$ cat config.mk
export PLATFORM = sky130hd
export DESIGN_NAME = eprk_mul
export DESIGN_NICKNAME = d
export VERILOG_FILES = /design/src/hw/rtl/eprk_pkg.sv /design/src/hw/rtl/eprk_mul.sv
export SDC_FILE = /design/constraint.sdc
export NUM_CORES = 2
export LEC_CHECK = 0
export CAP_MARGIN = 10
export CORE_UTILIZATION = 45
export CTS_CLUSTER_SIZE = 10
export DETAILED_ROUTE_END_ITERATION = 16
export DONT_BUFFER_PORTS = 1
export RECOVER_POWER = 100
export REMOVE_ABC_BUFFERS = 1
export SYNTH_ARGS = -nofsm -noshare
export SYNTH_HDL_FRONTEND = slang
export SYNTH_SLANG_ARGS = --single-unit
$ cat constraint.sdc
create_clock -name clock -period 10.7 [get_ports clock]
set_clock_uncertainty 0.05 [all_clocks]
set_input_delay 0.535 -clock clock [delete_from_list [all_inputs] [get_ports clock]]
set_output_delay 0.535 -clock clock [all_outputs]
set_load 0.02 [all_outputs]
$ cat src/hw/rtl/eprk_pkg.sv
// Shared constants, types and fixed-point helpers for the RK4 rigid-body integrator.
package eprk_pkg;

   localparam int Dim      = 3;
   localparam int FracBits = 16;
   localparam int TSize    = Dim * Dim * Dim;
   localparam int IdxW     = (Dim > 1) ? $clog2(Dim) : 1;
   localparam int TIdxW    = $clog2(TSize);
   localparam int SlotW    = 5;
   localparam int CsrIdxW  = 3;
   localparam int MulAW    = 36;
   localparam int MulBW    = 33;
   localparam int ProdW    = MulAW + MulBW;
   localparam int DvdW     = 68;
   localparam int DvsW     = 31;
   localparam int CntW     = $clog2(DvdW + 1);
   localparam int EnergyW  = 48;
   localparam int Div6W     = 80;
   localparam int Div6Steps = 5;
   localparam int Div6Shift = 22;

   localparam logic [DvsW-1:0] One       = DvsW'(1 << FracBits);
   localparam logic [DvsW-1:0] RkDivisor = DvsW'(6);
   localparam logic [19:0]     Div6Recip = 20'd699051;
   localparam logic [30:0]     StepReset = 31'd655;
   localparam logic [1:0]      SignReset = 2'b01;

   localparam logic [CsrIdxW-1:0] RegInertia0 = 3'd0;
   localparam logic [CsrIdxW-1:0] RegInertia1 = 3'd1;
   localparam logic [CsrIdxW-1:0] RegInertia2 = 3'd2;
   localparam logic [CsrIdxW-1:0] RegTimeStep = 3'd3;
   localparam logic [CsrIdxW-1:0] RegSign     = 3'd4;

   localparam logic [1:0] ReqLoadTable = 2'd0;
   localparam logic [1:0] ReqLoadVel   = 2'd1;
   localparam logic [1:0] ReqStep      = 2'd2;

   typedef struct packed {
      logic [Dim-1:0][30:0] inertia;
      logic [30:0]          dt;
      logic [1:0]           sign;
   } cfg_type;

   typedef struct packed {
      logic            start;
      logic [DvdW-1:0] dividend;
      logic [DvsW-1:0] divisor;
   } div_req_type;

   typedef struct packed {
      logic            done;
      logic [DvdW-1:0] quotient;
   } div_rsp_type;

   localparam logic signed [ProdW-1:0] Max32 = ProdW'(32'h7FFF_FFFF);
   localparam logic signed [ProdW-1:0] Min32 = -Max32 - ProdW'(1);

   function automatic logic signed [ProdW-1:0] trunc_shift(
      input logic signed [ProdW-1:0] v, input int unsigned n);
      logic [ProdW-1:0] m;
      m = v[ProdW-1] ? ProdW'(-v) : ProdW'(v);
      m = m >> n;
      return v[ProdW-1] ? -$signed(m) : $signed(m);
   endfunction

   function automatic logic signed [31:0] sat32(input logic signed [ProdW-1:0] v);
      if (v > Max32) return 32'sh7FFF_FFFF;
      if (v < Min32) return 32'sh8000_0000;
      return v[31:0];
   endfunction

endpackage

$ cat src/hw/rtl/eprk_mul.sv
// Shared signed multiplier with registered product.
module eprk_mul
   import eprk_pkg::*;
(
   input  logic                    clock,
   input  logic signed [MulAW-1:0] mul_a,
   input  logic signed [MulBW-1:0] mul_b,
   output logic signed [ProdW-1:0] prod
);

   logic signed [ProdW-1:0] prod_ff;
   logic signed [ProdW-1:0] prod_in;

   assign prod_in = ProdW'(mul_a) * ProdW'(mul_b);

   always_ff @(posedge clock) begin
      prod_ff <= prod_in;
   end

   assign prod = prod_ff;

endmodule

==> results.yml <==
outcome:
  outcome: "finished, violations left"
  violations: "capacitance limit, slew limit"
floorplan:
  row_count: 113
  dieArea_mm2: 0.09738
  io_pins: 139
  core_mm2: 0.09515
  start_util_pct: 45.47
  die_h_um: 312.1
  die_x_um: 312.1
cells_and_area:
  nets: 5921
  final_common_cell: "fa_1"
  fin_util_pct: 46.55
  fill_cells: 9116
  area_delta_synth_final_pct: 2.374
  regArea_mm2: 0.001381
  antenna-diode-count: 0
  drive_gt1_share_pct: 0.6598
  multiInputGateArea_mm2: 0.03637
  largest_register_ff_count: 69
  layout_common_cells: "fa_1, inv_1, and2_1, nand2_1, ha_1"
  fin_area_mm2: 0.04429
clock_tree:
  cts.htree.levels: 3
  cts-resized-gates: 0
  cts_tree: "done"
  postCtsSetupBuffers: 0
  clockBufferDepth: 2
  cts_buffers: 9
  cts.clk_slew.worst_paths_ps: 80
  ctsRootBufferMaster: "clkbuf_16"
  clock-sinks: 69
  hold_buffers: 0
timing:
  finalCritPeriodShare_pct: 86.47
  setup_viol: 0
  drv_slew: 5
  maxSlewHeadroom_pct: -31.06
  worstMarginPinSlew_ps: 1941
  rsz0062_at_grt: "false"
  finalHoldViolations: 0
  final.min_clock_period_ps: 9252
  max_freq_ghz: 0.1081
  setup_tns_ps: 0
  hold_slack_ps: 240.6
setup_path:
  cpMaxStageDelayCell: "fa_1"
  crit_arrival_ps: 9470
  crit_top_cell: "fa_1"
  slowest_delay_ps: 790
  cp-end-kind: "register"
  path_delay_family: "adder cells"
  critPathKind: "primary input to register"
  cp.required_ps: 10910
  cp.buffers_inverters: 7
  path_max_fanout: 33
  worst_setup_path_start_kind: "primary input"
logic_synthesis:
  ys.flop_type: "dfxtp_1"
  ys_types: 63
  yosysSeqAreaShare_pct: 3.193
  synth_area_mm2: 0.04326
  syn-mean-instance-area_um2: 9.368
  async_flop_share_pct: 0
  synth-edff-count: 0
  yosys_register_bits: 69
  ys_warn_count: 0
  synth_cells: 4618
drt:
  drt_first_pass_iters: 6
  vias: 29620
  viasPerCell: 5.233
  drc: 0
  drtIter0Drc: 1703
  drt_wl_total_um: 120900
  wl_per_cell_um: 21.37
  ant_nets: 0
global_route:
  grt_max_degree: 37
  use_met2_pct: 44.22
  first_global_vias: 32760
  grt-busiest-layer: "met2"
  grt_use_met3_pct: 4.214
  antenna_found_initial: 7
  grt_overflow: 0
  grtUsageTotal_pct: 26.25
  grt_pass1_wl_um: 193900
  grtUsageMet1_pct: 34.26
placement:
  place_congestion: 0.9369
  dp_hpwl_um: 91640
  dpl-instance-area_mm2: 0.04396
  portBuffers: 0
worst_hold_path:
  hold_path_class: "primary input to register"
run:
  maxCapViolations: 1
==> metrics by stage <==
stage                     setup WS (ps)  std cells
after floorplan                    2997       4374
after global placement             1314       5644
after detailed placement           1258       5644
after CTS                          1651       5660
after global routing               1150       5660
final                              1448       5660
==> layer usage <==
layer	share of wire, %	up-vias
met1	40	15770
met3	6.7	242
met4	4.0	0
li1	-	12570
met2	49	1040
met5	0	-
==> logic make-up after synthesis <==
| group | Yosys count | synth area share (%) |
|---|---|---|
| mux | 1 | 0.02314 |
| buf+inv | 1463 | 12.71 |
| xor+xnor | 77 | 1.559 |
| fa+ha+maj | 1461 | 63.74 |
| simple gates | 1337 | 15.55 |
| compound gates | 210 | 3.230 |
| flops | 69 | 3.193 |
==> Yosys cell counts, types with 2 or more instances <==
master	instances	share of area (%)
a211oi_1	9	0.16
a21boi_0	2	0.035
a21o_1	32	0.56
a21oi_1	62	0.72
a21oi_4	2	0.075
a221oi_1	2	0.040
a31oi_1	8	0.12
a41oi_1	4	0.081
and2_1	602	8.7
and3_1	6	0.087
and4_1	4	0.081
clkbuf_1	242	2.1
dfxtp_1	69	3.2
fa_1	1238	57
ha_1	223	6.4
inv_1	1219	11
nand2_1	589	5.1
nand2b_1	16	0.23
nand3_1	12	0.14
nand4_1	17	0.25
nor2_1	64	0.56
nor2b_1	7	0.10
nor3_1	8	0.093
nor4_1	2	0.029
o2111ai_1	2	0.040
o211ai_1	7	0.12
o21a_1	2	0.035
o21ai_0	35	0.40
o21ai_1	4	0.046
o21bai_1	13	0.23
o221ai_1	3	0.061
o31ai_1	4	0.069
or2_2	2	0.029
or3_1	3	0.043
xnor2_1	50	1.0
xor2_1	27	0.55
==> final timing paths <==
| kind | startpoint | cells past startpoint | endpoint |
|---|---|---|---|
| hold / removal | mul_b[0] | 1 | prod[0]$_DFF_P_ |
| setup / recovery | mul_a[35] | 26 | prod[68]$_DFF_P_ |
==> area by class of cell <==
type	count	area share, %
Clock inverter	7	0.2882
Multi-Input combinational cell	3086	82.11
Timing Repair Buffer	5	0.06780
Tap cell	1265	3.574
Inverter	1219	10.33
Sequential cell	69	3.119
Clock buffer	9	0.5085
Power is left out: the tool's default activity adds up to more than one toggle a clock period on the data nets, which glitch-free logic cannot reach.
