[src/hw/rtl/eprk_pkg.sv]
// Shared constants, types and fixed-point helpers for the RK4 rigid-body integrator.
package eprk_pkg;

   localparam int Dim      = 3;
   localparam int FracBits = 16;
   localparam int TSize    = Dim * Dim * Dim;
   localparam int IdxW     = (Dim > 1) ? $clog2(Dim) : 1;
   localparam int TIdxW    = $clog2(TSize);
   localparam int SlotW    = 5;
   localparam int CsrIdxW  = 3;
   localparam int MulAW    = 36;
   localparam int MulBW    = 33;
   localparam int ProdW    = MulAW + MulBW;
   localparam int DvdW     = 68;
   localparam int DvsW     = 31;
   localparam int CntW     = $clog2(DvdW + 1);
   localparam int EnergyW  = 48;
   localparam int Div6W     = 80;
   localparam int Div6Steps = 5;
   localparam int Div6Shift = 22;

   localparam logic [DvsW-1:0] One       = DvsW'(1 << FracBits);
   localparam logic [DvsW-1:0] RkDivisor = DvsW'(6);
   localparam logic [19:0]     Div6Recip = 20'd699051;
   localparam logic [30:0]     StepReset = 31'd655;
   localparam logic [1:0]      SignReset = 2'b01;

   localparam logic [CsrIdxW-1:0] RegInertia0 = 3'd0;
   localparam logic [CsrIdxW-1:0] RegInertia1 = 3'd1;
   localparam logic [CsrIdxW-1:0] RegInertia2 = 3'd2;
   localparam logic [CsrIdxW-1:0] RegTimeStep = 3'd3;
   localparam logic [CsrIdxW-1:0] RegSign     = 3'd4;

   localparam logic [1:0] ReqLoadTable = 2'd0;
   localparam logic [1:0] ReqLoadVel   = 2'd1;
   localparam logic [1:0] ReqStep      = 2'd2;

   typedef struct packed {
      logic [Dim-1:0][30:0] inertia;
      logic [30:0]          dt;
      logic [1:0]           sign;
   } cfg_type;

   typedef struct packed {
      logic            start;
      logic [DvdW-1:0] dividend;
      logic [DvsW-1:0] divisor;
   } div_req_type;

   typedef struct packed {
      logic            done;
      logic [DvdW-1:0] quotient;
   } div_rsp_type;

   localparam logic signed [ProdW-1:0] Max32 = ProdW'(32'h7FFF_FFFF);
   localparam logic signed [ProdW-1:0] Min32 = -Max32 - ProdW'(1);

   function automatic logic signed [ProdW-1:0] trunc_shift(
      input logic signed [ProdW-1:0] v, input int unsigned n);
      logic [ProdW-1:0] m;
      m = v[ProdW-1] ? ProdW'(-v) : ProdW'(v);
      m = m >> n;
      return v[ProdW-1] ? -$signed(m) : $signed(m);
   endfunction

   function automatic logic signed [31:0] sat32(input logic signed [ProdW-1:0] v);
      if (v > Max32) return 32'sh7FFF_FFFF;
      if (v < Min32) return 32'sh8000_0000;
      return v[31:0];
   endfunction

endpackage

[src/hw/rtl/eprk_div.sv]
// Restoring unsigned divider, one quotient bit per cycle.
module eprk_div
   import eprk_pkg::*;
(
   input  logic        clock,
   input  logic        reset,
   input  div_req_type div_req,
   output div_rsp_type div_rsp
);

   logic [DvdW-1:0] dvd_ff, dvd_in;
   logic [DvsW-1:0] rem_ff, rem_in;
   logic [DvsW-1:0] dvs_ff, dvs_in;
   logic [CntW-1:0] cnt_ff, cnt_in;
   logic            done_ff, done_in;
   logic [DvsW+1:0] trial;

   always_comb begin
      dvd_in  = dvd_ff;
      rem_in  = rem_ff;
      dvs_in  = dvs_ff;
      cnt_in  = cnt_ff;
      done_in = 1'b0;
      trial   = {1'b0, rem_ff, dvd_ff[DvdW-1]} - {2'b00, dvs_ff};
      if (div_req.start) begin
         dvd_in = div_req.dividend;
         dvs_in = div_req.divisor;
         rem_in = '0;
         cnt_in = CntW'(DvdW);
      end else if (cnt_ff != '0) begin
         if (!trial[DvsW+1]) begin
            rem_in = trial[DvsW-1:0];
            dvd_in = {dvd_ff[DvdW-2:0], 1'b1};
         end else begin
            rem_in = {rem_ff[DvsW-2:0], dvd_ff[DvdW-1]};
            dvd_in = {dvd_ff[DvdW-2:0], 1'b0};
         end
         cnt_in = cnt_ff - CntW'(1);
         if (cnt_ff == CntW'(1)) begin
            done_in = 1'b1;
         end
      end
   end

   always_ff @(posedge clock) begin
      dvd_ff <= dvd_in;
      rem_ff <= rem_in;
      dvs_ff <= dvs_in;
      if (reset) begin
         cnt_ff  <= '0;
         done_ff <= 1'b0;
      end else begin
         cnt_ff  <= cnt_in;
         done_ff <= done_in;
      end
   end

   assign div_rsp.done     = done_ff;
   assign div_rsp.quotient = dvd_ff;

endmodule

[config.mk]
export PLATFORM = sky130hd
export DESIGN_NAME = eprk_div
export DESIGN_NICKNAME = d
export VERILOG_FILES = /design/src/hw/rtl/eprk_pkg.sv /design/src/hw/rtl/eprk_div.sv
export SDC_FILE = /design/constraint.sdc
export NUM_CORES = 1
export LEC_CHECK = 0
export BUFFER_PORTS_ARGS = -buffer_cell sky130_fd_sc_hd__buf_2
export CELL_PAD_IN_SITES_DETAIL_PLACEMENT = 1
export CELL_PAD_IN_SITES_GLOBAL_PLACEMENT = 1
export CORE_UTILIZATION = 40
export CTS_BUF_LIST = sky130_fd_sc_hd__clkbuf_2
export DETAILED_ROUTE_END_ITERATION = 6
export PLACE_DENSITY = 0.88
export SLEW_MARGIN = 25
export SYNTH_ARGS = -nofsm -noshare
export SYNTH_HDL_FRONTEND = slang
export SYNTH_SLANG_ARGS = --single-unit
[constraint.sdc]
create_clock -name clock -period 4.5 [get_ports clock]
set_input_delay 0.9 -clock clock [delete_from_list [all_inputs] [get_ports clock]]
set_output_delay 0.9 -clock clock [all_outputs]
set_load 0.01 [all_outputs]
==> metrics.csv, run 1 <==
metric;value;unit
fin_nets;961;
synth_seq_cells;138;
cts_sinks;138;
status;finished with violations;
core_area;0.0181;mm^2
cts_resized;0;
worst_pin_slew;1.01;ns
clock_path_buffers;2;
wirelength;20.4;mm
grt_usage;22.0;%
ys_warn_count;0;
final-setup-viol-count;0;
reg2reg_depth;11;
finalCriticalPeriod;3.66;ns
final_cell_count_no_fill;1068;
arrival;4.32;ns
cts_setup_buffers;0;
fin_tns_setup;0;ns
via_per_inst;5.47;
clk_latency;0.75;ns
start_util;41.1;%
fin_skew;0.0412;ns
internal-power;2820;uW
dieArea;0.0191;mm^2
swShare;42.4;%
syn_area;0.00743;mm^2
hold_end;dvs_ff[16];
gp_congestion;0.819;
die_w;138;um
pin_count;171;
clk_pin_slew;0.26;ns
pwr-share-seq;38.8;%
cp-end-kind;flip-flop;
postRouteAntennaNets;0;
r2r_slack;0.84;ns
synth_edf_count;99;
dp_cells;1034;
rsz0062_at_grt;no;
areaGrowthSynthToFinish;17.2;%
cts_tree;yes;
min_period_over_period;81.4;%
cts.htree.levels;4;
maxCapViolCount;0;
firstDrtPassIters;7;
hold_violations;0;
drv_slew;0;
ys_types;63;
io_buffers;170;
grt_pass1_wl;32.8;mm
start_kind;flip-flop;
synth_fp_nets;799;
p_leak;0.00380;uW
cpMostUsedCell;nand2_1;
holdPathStages;1;
post-dp-hpwl;15.0;mm
power_switching;2080;uW
grt_pass1_vias;6163;
syn_avg_cell_area;11.2;um^2
overflow;0;
synthArstFlopShare;0;%
antenna_found_initial;1;
hold_path_class;primary input to flip-flop;
syn_inst;662;
critPathKind;flip-flop to flip-flop;
p_clk_share;15.3;%
ys_seq_area_share;50.5;%
required;5.16;ns
critPathBufInv;0;
first_iter_violations;254;
violations;DRC;
vias;5838;
avgRoutedWirePerCell;19.1;um
power.share.combinational;45.9;%
cellPowerDensity;563;mW/mm^2
die_h;138;um
relSlewSlack;32.8;%
cts_buffers;17;
row_count;49;
drc_errors;8;
crit_chain;ha_1 -> fa_1 -> nand2b_1 -> a21o_1 -> a21oi_2 -> o2111ai_2 -> a21boi_4 -> o211ai_4 -> nand2_1 -> nand2_1 -> o22ai_1;
max_freq;273;MHz
layout-drive-gt1-share;34.5;%
cp_top_family;simple AND/OR/NAND/NOR gates;
cpPeakStageDelay;0.76;ns
worstReg2RegEnd;rem_ff[14];
grt_max_degree;72;
worst-path-max-fanout;21;
cpMaxStageDelayCell;nand2_1;
clockRootBuffer;clkbuf_2;
hp-start;div_req[16];
cts_hold_buf;0;
ys.flop_type;edfxtp_1;
ir_drop;0.297;mV
r2r-start;dvs_ff[0];
## through the flow
| step | setup slack (ns) | hold WS (ns) | power (uW) | cell area [um^2] | util, % |
|---|---|---|---|---|---|
| 5_1_grt | 0.597 | 0.204 | 5250 | 8700 | 48.1 |
| 3_3_place_gp | 1.07 | 0.489 | 4060 | 8470 | 46.8 |
| 3_5_place_dp | 0.943 | 0.501 | 4160 | 8470 | 46.8 |
| 4_1_cts | 0.868 | 0.224 | 4930 | 8700 | 48.1 |
| 2_1_floorplan | 0.878 | 0.472 | 3510 | 7430 | - |
| 6_report | 0.837 | 0.293 | 4900 | 8700 | 48.1 |
## synth_stat cells, types with 5 or more instances
cell      instances  area share, %
and3_1           13            1.1
a21o_1           13            1.3
ha_1             34            5.7
nor2b_1           5           0.42
buf_2             9           0.61
o21a_1            5           0.51
nand3_1          10           0.67
dfxtp_1          39             11
nand2_1          38            1.9
a21oi_1          28            1.9
a311oi_1         10            1.2
inv_1            39            2.0
nor3_1           19            1.3
or3_1             9           0.76
mux2i_1           7           0.94
edfxtp_1         99             40
clkbuf_1         22            1.1
xor2_1            6           0.71
a31oi_1          13            1.1
a211oi_1         14            1.4
nor2_1           46            2.3
nand2b_1          8           0.67
xnor2_1          16            1.9
o22ai_1           6           0.51
mux2_2           68             10
o21ai_0          16            1.1
## how the worst max path moves through the flow
stage | from | cells past startpoint | slack [ns] | to
6_report | dvs_ff[0] | 11 | 0.84 | rem_ff[14]
5_1_grt | dvd_ff[67] | 12 | 0.60 | rem_ff[14]
4_1_cts | dvs_ff[0] | 11 | 0.87 | rem_ff[12]
3_5_place_dp | dvd_ff[67] | 12 | 0.94 | rem_ff[14]
3_3_place_gp | dvd_ff[67] | 12 | 1.07 | rem_ff[14]
2_1_floorplan | cnt_ff[2] | 6 | 0.88 | dvd_ff[0]
## power by group through the flow
stage	Combinational, uW	Sequential [uW]	Clock, uW
finish	2250	1900	749
global route	2480	1950	827
CTS	2250	1900	780
detailed placement	2230	1930	0
global placement	2150	1910	0
floorplan	1570	1940	0
## layout make-up
class | count | area, um^2
clock inverter | 15 | 146
timing repair buffer | 176 | 898
clock buffer | 17 | 85.1
fill | 2045 | 9380
tap | 229 | 287
sequential | 138 | 3750
multi-input combinational | 452 | 3380
inverter | 39 | 146
antenna | 2 | 5.00
## flip-flops by register name, summed over array words and instances (netlist names)
register,count
cnt_ff,7
done_ff,1
dvs_ff,31
dvd_ff,68
rem_ff,31
## layout by cell type, fill, tap and decap left out, drive strengths merged, types with 6 or more instances in the layout
cell,instances
nor3,19
a211oi,14
buf,176
mux2i,7
clkbuf,17
ha,34
o21ai,18
nor2,46
a31oi,13
inv,52
a21o,13
and3,13
edfxtp,99
or3,9
o22ai,6
xnor2,16
a21oi,29
a311oi,11
mux2,68
nand3,10
xor2,6
and2,7
nor2b,6
nand2b,8
nand2,38
dfxtp,39
## logic make-up (layout without fill, tap and decap cells)
kind of cell,count (synthesis),count (layout),share of synthesized area [%]
AND/OR/NAND/NOR,178,178,12.1
multiplexers,75,75,11.3
buffers and inverters,72,247,3.94
other,0,2,0
adder cells (fa/ha/maj),35,35,6.00
XOR/XNOR,22,22,2.59
AO/OA/AOI/OAI,142,142,13.5
flip-flops,138,138,50.5
## metal layers
metal | vias up | global-route usage [%] | wire [um]
met3 | 27 | 5.23 | 910
li1 | 2809 | - | -
met5 | - | 0 | 0
met2 | 145 | 37.7 | 10400
met4 | 0 | 7.51 | 420
met1 | 2857 | 27.1 | 8730
Note: power is estimated with default switching activity, not from simulation.
==> run 2: changes to the inputs <==
- PLACE_DENSITY: 0.88 -> 0.91
- clock period: 4.5 -> 3.3 ns (I/O delays scaled with it)
==> metrics.csv, run 2 (synthesis gave the netlist of run 1 again) <==
metric;value;unit;change
clk_pin_slew;0.23;ns;was 0.26 ns
clock_path_buffers;2;;unchanged
layout.cells.most_common_list;170 x buf_2, 99 x edfxtp_1, 68 x mux2_2;;was 169 x buf_2, 99 x edfxtp_1, 68 x mux2_2
clk_latency;0.78;ns;was 0.75 ns
cts_buffers;17;;unchanged
regMostFlops;dvd_ff;;unchanged
hold_violations;0;;unchanged
via_per_inst;5.55;;was 5.47
hold_path_class;primary input to flip-flop;;unchanged
drc_errors;7;;was 8
final_cell_count_no_fill;1109;;was 1,068
overflow;0;;unchanged
areaGrowthSynthToFinish;22.4;%;was 17.2%
post-dp-hpwl;14.9;mm;was 15.0 mm
first_iter_violations;414;;was 254
reg2reg_depth;12;;was 11
design_area;0.00909;mm^2;was 0.00870 mm^2
violations;DRC;;unchanged
die_h;138;um;unchanged
antenna_found_initial;3;;was 1
cellPowerDensity;755;mW/mm^2;was 563 mW/mm^2
required;3.96;ns;was 5.16 ns
cpPeakStageDelay;0.43;ns;was 0.76 ns
start_util;41.1;%;unchanged
max_freq;317;MHz;was 273 MHz
fin_nets;1001;;was 961
cp-end-kind;flip-flop;;unchanged
grt_pass1_wl;33.8;mm;was 32.8 mm
worstReg2RegEnd;rem_ff[8];;was rem_ff[14]
critPathBufInv;1;;was 0
layout-drive-gt1-share;34.1;%;was 34.5%
grt_max_degree;137;;was 72
r2r_slack;0.15;ns;was 0.84 ns
final-setup-viol-count;0;;unchanged
grtUsageMet2;39.3;%;was 37.7%
arrival;3.82;ns;was 4.32 ns
die_w;138;um;unchanged
grt_pass1_vias;6482;;was 6,163
pin_count;171;;unchanged
status;finished with violations;;unchanged
postRouteAntennaNets;0;;unchanged
cts_sinks;138;;unchanged
critPathKind;flip-flop to flip-flop;;unchanged
cp_top_family;compound AO/OA/AOI/OAI gates;;was simple AND/OR/NAND/NOR gates
crit_chain;inv_1 -> ha_1 -> fa_1 -> nand2b_4 -> a21o_1 -> a21oi_2 -> o2111ai_2 -> a21boi_4 -> o211ai_4 -> and2_4 -> or3_1 -> a311oi_2;;was ha_1 -> fa_1 -> nand2b_1 -> a21o_1 -> a21oi_2 -> o2111ai_2 -> a21boi_4 -> o211ai_4 -> nand2_1 -> nand2_1 -> o22ai_1
crit_path_end;rem_ff[8];;was rem_ff[14]
start_kind;flip-flop;;unchanged
row_count;49;;unchanged
grt_use_met3;5.68;%;was 5.23%
place_area;0.00850;mm^2;was 0.00847 mm^2
pre_cts_slack;0.129;ns;was 0.943 ns
fin_tns_setup;0;ns;unchanged
vias;6159;;was 5,838
largest_reg_flops;68;;unchanged
firstDrtPassIters;7;;unchanged
use_met1;26.3;%;was 27.1%
avgRoutedWirePerCell;19.5;um;was 19.1 um
worst-path-max-fanout;9;;was 21
grt_usage;22.7;%;was 22.0%
cpMaxStageDelayCell;edfxtp_1;;was nand2_1
gp_congestion;0.811;;was 0.819
io_buffers;170;;unchanged
r2r-start;dvd_ff[67];;was dvs_ff[0]
final_common_cell;buf_2;;unchanged
wirelength;21.6;mm;was 20.4 mm
cp.depth;12;;was 11
clockRootBuffer;clkbuf_2;;unchanged
cts_tree;yes;;unchanged
drv_slew;0;;unchanged
ir_drop;0.276;mV;was 0.297 mV
worst_pin_slew;0.922;ns;was 1.01 ns
p_leak;0.00397;uW;was 0.00380 uW
largestRegisters;dvd_ff: 68 flops, dvs_ff: 31 flops, rem_ff: 31 flops;;unchanged
core_area;0.0181;mm^2;unchanged
busiest_layer;met2;;unchanged
min_period_over_period;95.6;%;was 81.4%
dp_cells;1037;;was 1,034
rsz0062_at_grt;no;;unchanged
cts.htree.levels;4;;unchanged
timing.hold.ws;0.0920;ns;was 0.293 ns
fin_skew;0.0559;ns;was 0.0412 ns
dieArea;0.0191;mm^2;unchanged
startpoint;dvd_ff[67];;was dvs_ff[0]
relSlewSlack;38.5;%;was 32.8%
finalCriticalPeriod;3.15;ns;was 3.66 ns
setup_ws;0.146;ns;was 0.837 ns
maxCapViolCount;0;;unchanged
-- run 2: cell count changes in the layout (fill, tap and decap cells not counted), sizes merged, moves of 3 or more --
cell	before	now
buf	176	185
dlygate4sd3	0	30
inv	52	48
clkinv	1	4
-- run 2: through the flow --
step	total power, uW	util, %
floorplan	4780	-
detailed placement	5710	47.0
CTS	6750	48.8
finish	6860	50.2
global placement	5550	47.0
global route	7310	50.2
-- run 2: worst min path at each step --
| stage | start | depth (start not counted) | endpoint | slack, ns |
|---|---|---|---|---|
| 2_1_floorplan | rem_ff[1] | 2 | rem_ff[2] | 0.47 |
| 3_3_place_gp | rem_ff[4] | 2 | rem_ff[5] | 0.50 |
| 3_5_place_dp | rem_ff[22] | 2 | rem_ff[23] | 0.50 |
| 4_1_cts | div_req[21] | 1 | dvs_ff[21] | 0.0008 |
| 5_1_grt | div_req[16] | 1 | dvs_ff[16] | 0.001 |
| 6_report | div_req[16] | 1 | dvs_ff[16] | 0.09 |
-- run 2: layout make-up --
| class | instances | area, um^2 |
|---|---|---|
| antenna | 3 | 7.51 |
| clock buffer | 17 | 85.1 |
| clock inverter | 15 | 133 |
| fill | 2023 | 9000 |
| inverter | 39 | 146 |
| multi-input combinational | 453 | 3400 |
| sequential | 138 | 3750 |
| tap | 229 | 287 |
| timing repair buffer | 215 | 1280 |
-- run 2: worst reg2reg max path: stages (launching register included) --
cell	delay (ns)
edfxtp_1	0.43
inv_1	0.05
ha_1	0.22
fa_1	0.39
nand2b_4	0.16
a21o_1	0.19
a21oi_2	0.22
o2111ai_2	0.21
a21boi_4	0.22
o211ai_4	0.15
and2_4	0.21
or3_1	0.36
a311oi_2	0.26
-- run 2: timing repair --
item                                    in CTS  in global routing
hold endpoints to repair                    11                 19
hold buffers                                11                 19
endpoints found under the setup margin       0                  3
gates resized for setup                      0                  2
setup buffers                                0                  6
-- run 2: per-layer routing --
layer | part of all wire, % | wire [um] | vias up
met3 | 5.5 | 1180 | 54
met4 | 3.2 | 701 | 0
li1 | - | - | 2883
met1 | 40 | 8730 | 3003
met2 | 51 | 11000 | 219
met5 | 0 | 0 | -
-- run 2: power by group --
group | internal [uW] | total (uW) | switching [uW]
Sequential | 2320 | 2610 | 292
Combinational | 1370 | 3260 | 1880
Clock | 232 | 993 | 761
Total | 3920 | 6860 | 2940
